<file path="src/design/hfa_pkg.sv">
package hfa_pkg;

	localparam logic ACT_ALLOC = 1'b0;
	localparam logic ACT_FREE  = 1'b1;

	typedef enum logic [1:0] {
		STAT_DONE      = 2'd0,
		STAT_NO_SPACE  = 2'd1,
		STAT_NOT_ALLOC = 2'd2
	} hfa_status_t;

	typedef enum logic [4:0] {
		S_INIT,
		S_IDLE,
		S_DISP,
		S_A_CHK,
		S_A_SPLIT,
		S_A_BN,
		S_F_CHK,
		S_F_LCHK,
		S_F_RRD,
		S_F_RCHK,
		S_ABS,
		S_ABS_FIX,
		S_RM_A,
		S_RM_B,
		S_INS,
		S_INS_HEAD,
		S_OUT
	} hfa_state_t;

	typedef struct packed {
		logic prev;
		logic next;
		logic size;
		logic alloc;
		logic pfree;
		logic nfree;
	} hfa_field_en_t;

endpackage

</file>
<file path="src/design/hfa_req_if.sv">
interface hfa_req_if;
	logic        valid;
	logic        ready;
	logic        action;
	logic [15:0] request_bytes;
	logic [14:0] payload_offset;

	modport source (output valid, action, request_bytes, payload_offset, input ready);
	modport sink (input valid, action, request_bytes, payload_offset, output ready);
endinterface

</file>
<file path="src/design/hfa_front.sv">
module hfa_front #(
	parameter int POOL_BYTES   = 32768,
	parameter int BLOCK_BYTES  = 32,
	parameter int HEADER_BYTES = 4,
	parameter int SIZE_CLASSES = 11,
	parameter int IW           = 32
) (
	input  logic          clk,
	input  logic          arst_n,
	hfa_req_if.sink       req,
	output logic          q_valid,
	input  logic          q_ready,
	output logic [IW-1:0] q_item
);
	import hfa_pkg::*;

	localparam int NBLK   = POOL_BYTES / BLOCK_BYTES;
	localparam int BW     = $clog2(NBLK);
	localparam int SW     = BW + 1;
	localparam int CW     = $clog2(SIZE_CLASSES);
	localparam int BLK_SH = $clog2(BLOCK_BYTES);
	localparam int TOPC   = SIZE_CLASSES - 1;

	logic [31:0]   sum32, need32, nm1, cls32, off32, rel32, blk32;
	logic [31:0]   fl;
	logic          big, bad;
	logic [IW-1:0] item;
	logic [IW-1:0] q_mem_q [2];
	logic          wp_q, rp_q;
	logic [1:0]    cnt_q;
	logic          push, pop;

	always_comb begin
		sum32 = 32'(req.request_bytes) + 32'(HEADER_BYTES + BLOCK_BYTES - 1);
		need32 = sum32 >> BLK_SH;
		big = need32 > 32'(NBLK);
		nm1 = need32 - 32'd1;
		fl = '0;
		for (int i = 1; i < 32; i++) begin
			if (nm1[i]) begin
				fl = 32'(i);
			end
		end
		cls32 = (need32 <= 32'd1) ? 32'd0 : fl + 32'd1;
		if (cls32 > 32'(TOPC)) begin
			cls32 = 32'(TOPC);
		end
		off32 = 32'(req.payload_offset);
		rel32 = off32 - 32'(HEADER_BYTES);
		blk32 = rel32 >> BLK_SH;
		bad = (off32 < 32'(HEADER_BYTES)) || ((rel32 & 32'(BLOCK_BYTES - 1)) != 32'd0)
			|| (blk32 >= 32'(NBLK));
		item = {req.action == ACT_FREE, bad, big, need32[SW-1:0], cls32[CW-1:0],
			blk32[BW-1:0]};
	end

	assign req.ready = cnt_q != 2'd2;
	assign push = req.valid && req.ready;
	assign q_valid = cnt_q != 2'd0;
	assign pop = q_valid && q_ready;
	assign q_item = q_mem_q[rp_q];

	always_ff @(posedge clk or negedge arst_n) begin
		if (!arst_n) begin
			wp_q <= 1'b0;
			rp_q <= 1'b0;
			cnt_q <= 2'd0;
		end else begin
			if (push) begin
				wp_q <= ~wp_q;
			end
			if (pop) begin
				rp_q <= ~rp_q;
			end
			cnt_q <= cnt_q + 2'(push) - 2'(pop);
		end
	end

	always_ff @(posedge clk) begin
		if (push) begin
			q_mem_q[wp_q] <= item;
		end
	end

endmodule

</file>
<file path="src/flat_wrapper.sv">
// flat-port wrapper written by rule: the top's interface ports become plain ports
module hfa_front_flat import hfa_pkg::*;
#(
	parameter int POOL_BYTES   = 32768,
	parameter int BLOCK_BYTES  = 32,
	parameter int HEADER_BYTES = 4,
	parameter int SIZE_CLASSES = 11,
	parameter int IW           = 32
)
  (clk, arst_n, q_valid, q_ready, q_item, req_valid, req_action, req_request_bytes, req_payload_offset, req_ready);
  hfa_req_if req_i ();
  input  logic clk;
  input  logic arst_n;
  output logic q_valid;
  input  logic q_ready;
  output logic [IW-1:0] q_item;
  input wire logic [$bits(req_i.valid)-1:0] req_valid;
  input wire logic [$bits(req_i.action)-1:0] req_action;
  input wire logic [$bits(req_i.request_bytes)-1:0] req_request_bytes;
  input wire logic [$bits(req_i.payload_offset)-1:0] req_payload_offset;
  output wire logic [$bits(req_i.ready)-1:0] req_ready;
  assign req_i.valid = req_valid;
  assign req_i.action = req_action;
  assign req_i.request_bytes = req_request_bytes;
  assign req_i.payload_offset = req_payload_offset;
  assign req_ready = req_i.ready;
  hfa_front #(.POOL_BYTES(POOL_BYTES), .BLOCK_BYTES(BLOCK_BYTES), .HEADER_BYTES(HEADER_BYTES), .SIZE_CLASSES(SIZE_CLASSES), .IW(IW)) u_core (.clk(clk), .arst_n(arst_n), .req(req_i), .q_valid(q_valid), .q_ready(q_ready), .q_item(q_item));
endmodule
</file>
<file path="config.mk">
export PLATFORM = sky130hd
export DESIGN_NAME = hfa_front_flat
export DESIGN_NICKNAME = d
export VERILOG_FILES = /design/src/design/hfa_pkg.sv /design/src/design/hfa_req_if.sv /design/src/design/hfa_front.sv /design/src/flat_wrapper.sv
export SDC_FILE = /design/constraint.sdc
export NUM_CORES = 1
export LEC_CHECK = 0
export BUFFER_PORTS_ARGS = -buffer_cell sky130_fd_sc_hd__buf_2
export CORE_ASPECT_RATIO = 0.8
export CORE_MARGIN = 2
export CORE_UTILIZATION = 24
export CTS_BUF_LIST = sky130_fd_sc_hd__clkbuf_2 sky130_fd_sc_hd__clkbuf_4 sky130_fd_sc_hd__clkbuf_8
export DETAILED_ROUTE_END_ITERATION = 6
export PLACE_DENSITY = 0.46
export SYNTH_ARGS = -nofsm -noshare
export SYNTH_HDL_FRONTEND = slang
export SYNTH_SLANG_ARGS = --single-unit
export TNS_END_PERCENT = 30
</file>
<file path="constraint.sdc">
create_clock -name clk -period 4.9 [get_ports clk]
set_input_delay 0 -clock clk [delete_from_list [all_inputs] [get_ports clk]]
set_output_delay 0 -clock clk [all_outputs]
set_load 0.01 [all_outputs]
</file>
==> impl_metrics.ini, run 1 <==
[clocking]
cts_made_buffers = 9
clock_tree.buffer_depth = 2
cts_root_buf = clkbuf_8
worstSkewPairLatency_ns = 0.33
cts_tree = done
clkSlewWorstSetupHoldPaths_ns = 0.07
post_cts_buffers = 0
htreeDepth = 3
cts_sinks = 60

[outcome]
status = completed

[min_path]
hp-class = in -> reg
hold_depth = 3
hold_path_startpoint = req_valid
whs_endpoint = u_core.wp_q

[worst_setup_path]
worstSetupPathType = in -> reg
timing.rr.start = u_core.cnt_q[1]
rrSetupSlack_ns = 3.16
crit_fanout = 10
r2r_cells = 7
endpoint_kind = register
startpoint = req_request_bytes[5]
required_ns = 5.05
crit_arrival_ns = 3.73
r2r-end = u_core.cnt_q[1]
cp-start-kind = input port

[sta]
drv_slew = 0
fmax_ghz = 0.2794
hold_violations = 0
relSlewSlack_pct = 48.94
worst_clock_skew_ns = 0.01152
worstMarginPinSlew_ns = 0.7659
layout_min_cycle_time_ns = 3.579
fin_tns_setup_ns = 0
setup_violations = 0
rsz0062_at_grt = false
finalCritPeriodShare_pct = 73.05

[floorplanning]
floorplan.initialDensity_pct = 24.30
design.portCount = 70
coreArea_sq_mm = 0.01415
dieWidth_microns = 137.8
die_h_microns = 111.1
die_area_sq_mm = 0.01531
row_count = 39

[global_routing]
grt_first_pass_wirelength_microns = 12350
grt_max_degree = 29
grt.total_usage_pct = 10.50
grt_antenna_before_repair = 0
grt_overflow = 0
grt_pass1_vias = 2412

[cells_and_area]
diodes = 0
final_common_cell = buf_2
layout-drive-gt1-share_pct = 35.83
final_cell_mix = buf_2 (65), edfxtp_1 (56), mux2_2 (28), xnor2_1 (17), nand2_1 (16)
fin_cells = 544
area_growth_pct = 21.14
finalNetCount = 397

[power_and_ir_drop]
ir_drop_mv = 0.1146
p_leak_nw = 1.537
p_per_area_mw_per_mm2 = 412.7

[synthesis]
synth-seq-cells = 60
synth_area_leaders = edfxtp_1 (49%), mux2_2 (9.2%), xnor2_1 (4.3%)
synth.avg_cell_area_sq_um = 12.11
synth_cell_types = 57
ys_async_sr_fraction_pct = 6.667
synth_edf_count = 56
synth_ff_type = edfxtp_1
synth_area_sq_mm = 0.003438
ys_warn_count = 0
syn_inst = 284
yosys.area.top_type = edfxtp_1
synth_top_cell_area_share_pct = 48.91
seq_area_frac_synth_pct = 51.82

[route]
ant_nets = 0
vias_per_cell = 4.480
drcViolationCount = 0
post_drt_wl_per_cell_microns = 14.63
totalWireLength_microns = 7956
drtIter0Drc = 110
drtPass1Iterations = 4
num_vias = 2437

[placement]
dp_cells = 520
io_buffers = 65
hpwl_microns = 5800
place_congestion = 0.8835

[job]
drv_cap = 0
synth_stat cells (2+ instances only):
cell      count
o31ai_1       2
and2_1        4
o21a_1        2
a21o_1        2
nand2b_1      4
nand4_1       3
buf_4         8
nor3b_1       3
edfxtp_1     56
or3_1         2
nand3_1       6
buf_2         3
nand2_1      16
o21ai_0      11
clkbuf_1      6
o21ai_1       3
a21oi_1       7
nor3_1       10
nor2_1       15
a21boi_0      2
o21bai_1      2
xor2_1        9
dfrtp_1       4
inv_1        11
nor4_1        5
mux2_2       28
o211ai_1      2
and3_1        3
xnor2_1      17
ha_1          6
or2_2         6
power by group:
part	total [W]	switching (W)	internal, W
combinational	0.000605	0.000335	0.000270
sequential	0.000747	0.0000384	0.000708
clock	0.000367	0.000183	0.000183
worst max-delay path, stage by stage:
cell	delay [ns]
buf_2	0.22
inv_1	0.19
a21boi_0	0.38
or2_2	0.22
ha_1	0.32
o21ai_1	0.22
xnor2_1	0.32
a21o_1	0.16
a31oi_1	0.11
nor3b_1	0.38
ha_1	0.33
or2_2	0.34
nor3_1	0.19
nor4_1	0.10
a211oi_2	0.24
sequential cells by signal, indices dropped and copies added, names as in the netlist:
| name | count |
|---|---|
| u_core.wp_q | 1 |
| u_core.cnt_q | 2 |
| u_core.rp_q | 1 |
| u_core.q_mem_q | 56 |
stage by stage:
step	total power [W]	utilization, %	hold slack, ns	setup WS, ns	cell area [sq um]
2_1_floorplan	0.001148	-	-0.2956	1.544	3450
3_3_place_gp	0.001368	27.72	-0.1883	1.145	3923
3_5_place_dp	0.001376	27.72	-0.1851	1.026	3923
4_1_cts	0.001755	29.43	0.0004426	1.351	4165
5_1_grt	0.001835	29.43	0.01064	0.9661	4165
6_report	0.001719	29.43	0.01917	1.321	4165
worst max-delay path by stage:
stage / end / slack [ns] / depth (start not counted)
2_1_floorplan: u_core.q_mem_q[0][10] / 1.54 / 16
3_3_place_gp: u_core.q_mem_q[0][10] / 1.14 / 15
3_5_place_dp: u_core.q_mem_q[0][10] / 1.03 / 15
4_1_cts: u_core.q_mem_q[1][10] / 1.35 / 15
5_1_grt: u_core.q_mem_q[1][10] / 0.97 / 15
6_report: u_core.q_mem_q[0][10] / 1.32 / 15
layout make-up:
| class | instances | area (sq um) |
|---|---|---|
| clock inverters | 6 | 31.28 |
| inverters | 11 | 41.29 |
| multi-input cells | 198 | 1529 |
| fillers | 1481 | 9986 |
| well taps | 184 | 230.2 |
| clock buffers | 10 | 131.4 |
| repair buffers | 75 | 420.4 |
| flip-flops and latches | 60 | 1782 |
metal layers:
metal  share of wire [%]  track usage, %
met1                  48           14.30
met2                  44           16.38
met3                 7.2           2.835
met4                0.31           2.857
met5                   0               0
cells by family (layout without fill, tap and decap cells):
| family | count (synthesis) | after routing | share of synthesized area, % |
|---|---|---|---|
| compound gates | 49 | 49 | 12.04 |
| xor+xnor | 26 | 26 | 6.623 |
| fa+ha+maj | 6 | 6 | 2.183 |
| buf+inv | 29 | 102 | 4.148 |
| flops | 60 | 60 | 51.82 |
| mux | 29 | 29 | 9.461 |
| other cells | 1 | 4 | 0.1091 |
| simple gates | 84 | 84 | 13.61 |
timing repair:
item	4_1_cts	5_1_grt
setup endpoints to repair	0	0
gates resized for setup	0	0
hold buffers	8	0
endpoints found under the hold margin	12	0
(Power assumes the default switching activity.)
==> run 2: changes to the inputs <==
==> constraint.sdc (replaced) <==
create_clock -name clk -period 3.4 [get_ports clk]
set_input_delay 0 -clock clk [delete_from_list [all_inputs] [get_ports clk]]
set_output_delay 0 -clock clk [all_outputs]
set_load 0.01 [all_outputs]
==> run 2 against run 1 <==
Clock skew shrank 0.0041 ns. Sequential cell count unchanged. Utilization rose by 1.3 points. Critical path type unchanged. Cell count increased by 4.2%. Register-to-register slack lost 1.5 ns. Clock power rose by 52%.
==> impl_metrics.ini, run 2 (synthesis results as in run 1) <==
[placement]
place_congestion = 0.8944
dp_cells = 541
postPlaceCellArea_sq_mm = 0.004080
post-place-ws_ns = -0.1213
io_buffers = 65
hpwl_microns = 5803

[clocking]
cts_sinks = 60
cts_root_buf = clkbuf_8
clkSlewWorstSetupHoldPaths_ns = 0.07
cts_made_buffers = 9
cts_tree = done
clock_tree.buffer_depth = 2
worstSkewPairLatency_ns = 0.32
htreeDepth = 3

[worst_setup_path]
worstSetupPathType = in -> reg
timing.rr.start = u_core.cnt_q[1]
r2r-end = u_core.cnt_q[1]
crit_arrival_ns = 3.26
crit_fanout = 6
r2r_cells = 7
cp-start-kind = input port
rrSetupSlack_ns = 1.65
endpoint_kind = register
required_ns = 3.54
startpoint = req_request_bytes[1]

[power_and_ir_drop]
cellInternalPower_w = 0.001719
power_frac_clock_pct = 22.2
power_switching_share_pct = 31.75
p_per_area_mw_per_mm2 = 578.3
power_frac_comb_pct = 35.1
p_seq_share_pct = 42.7
ir_drop_mv = 0.1982
switching_power_w = 0.0007998
p_leak_nw = 1.657

[sta]
fin_tns_setup_ns = 0
setup_violations = 0
hold_violations = 0
fmax_ghz = 0.3207
rsz0062_at_grt = false
drv_slew = 0
fin_ws_ns = 0.2814
relSlewSlack_pct = 50.37
worst_clock_skew_ns = 0.007388
layout_min_cycle_time_ns = 3.119
worstMarginPinSlew_ns = 0.7444
finalCritPeriodShare_pct = 91.72

[route]
drtPass1Iterations = 5
ant_nets = 0
post_drt_wl_per_cell_microns = 14.19
drtIter0Drc = 140
num_vias = 2481
met2_length_microns = 3507
totalWireLength_microns = 8044
drcViolationCount = 0
vias_per_cell = 4.376
drt-met1-wl_microns = 3986
route.met3.wl_microns = 515
routed.top_layer = met4

[cells_and_area]
fin_cells = 567
final_common_cell = buf_2
reg.largest.list = u_core.q_mem_q (56), u_core.cnt_q (2)
diodes = 0
largest_reg_flops = 56
fin_area_sq_mm = 0.004355
top_register = u_core.q_mem_q
final_core_util_pct = 30.78
final_cell_mix = buf_2 (65), edfxtp_1 (56), mux2_2 (28), buf_4 (23), xnor2_1 (17)
finalNetCount = 420
layout-drive-gt1-share_pct = 39.95
area_growth_pct = 26.67

[global_routing]
grt.total_usage_pct = 10.96
grt_antenna_before_repair = 0
grt_pass1_vias = 2494
grt_first_pass_wirelength_microns = 12770
grt_max_degree = 29
grt_overflow = 0

[floorplanning]
design.portCount = 70
die_h_microns = 111.1
floorplan.initialDensity_pct = 24.30
coreArea_sq_mm = 0.01415
dieWidth_microns = 137.8
row_count = 39
die_area_sq_mm = 0.01531

[min_path]
hp-class = in -> reg
hold_depth = 3
hold_path_startpoint = q_ready
whs_endpoint = u_core.rp_q

[outcome]
status = completed

[job]
drv_cap = 0
run 2: metrics by stage:
| step | hold slack [ns] | power [W] |
|---|---|---|
| after floorplan | -0.2956 | 0.001655 |
| after CTS | 0.0002726 | 0.002582 |
| final | 0.02134 | 0.002519 |
| after global placement | -0.1882 | 0.001984 |
| after detailed placement | -0.1887 | 0.001994 |
| after global routing | 0.009410 | 0.002706 |
run 2: layout make-up:
class / count / area [sq um]
fill: 1439 / 9796
sequential: 60 / 1782
multi-input combinational: 198 / 1535
timing repair buffer: 98 / 598.1
tap: 184 / 230.2
clock buffer: 13 / 153.9
inverter: 11 / 41.29
clock inverter: 3 / 15.01
run 2: timing repair:
item / CTS / global route
resized for setup: 0 / 2
endpoints found under the hold margin: 17 / 0
hold buffers: 10 / 0
setup endpoints to repair: 0 / 2
setup buffers: 0 / 0
run 2: how the worst max path moves through the flow:
stage | to | slack (ns) | cells past startpoint
detailed placement | u_core.q_mem_q[0][10] | -0.12 | 16
global route | u_core.q_mem_q[1][10] | 0.04 | 16
finish | u_core.q_mem_q[0][10] | 0.28 | 16
floorplan | u_core.q_mem_q[0][10] | 0.04 | 16
global placement | u_core.q_mem_q[0][10] | -0.10 | 16
CTS | u_core.q_mem_q[0][10] | 0.21 | 16
run 2: worst max-delay path, cell delays in order:
cell and delay, ns:
buf_2 0.11, o2111ai_2 0.21, a21boi_0 0.15, or2_2 0.33, ha_1 0.26, xnor2_1 0.16
xnor2_1 0.19, o21bai_1 0.10, a21o_1 0.18, a31oi_1 0.25, nor3b_2 0.11, ha_1 0.31
nand3b_4 0.17, a2111oi_4 0.34, nor4_1 0.11, a211oi_2 0.27
run 2: layer usage:
layer	vias to the layer above	track usage, %
met5	-	0
met4	0	2.993
met3	2	2.789
met2	80	16.68
met1	1159	15.41
li1	1240	-
run 2: power groups by stage:
stage / Sequential (W) / Clock [W] / Combinational (W)
4_1_cts: 0.00108 / 0.000591 / 0.000913
3_3_place_gp: 0.00109 / 0 / 0.000896
6_report: 0.00108 / 0.000559 / 0.000885
3_5_place_dp: 0.00109 / 0 / 0.000902
2_1_floorplan: 0.00107 / 0 / 0.000586
5_1_grt: 0.00109 / 0.000625 / 0.000987
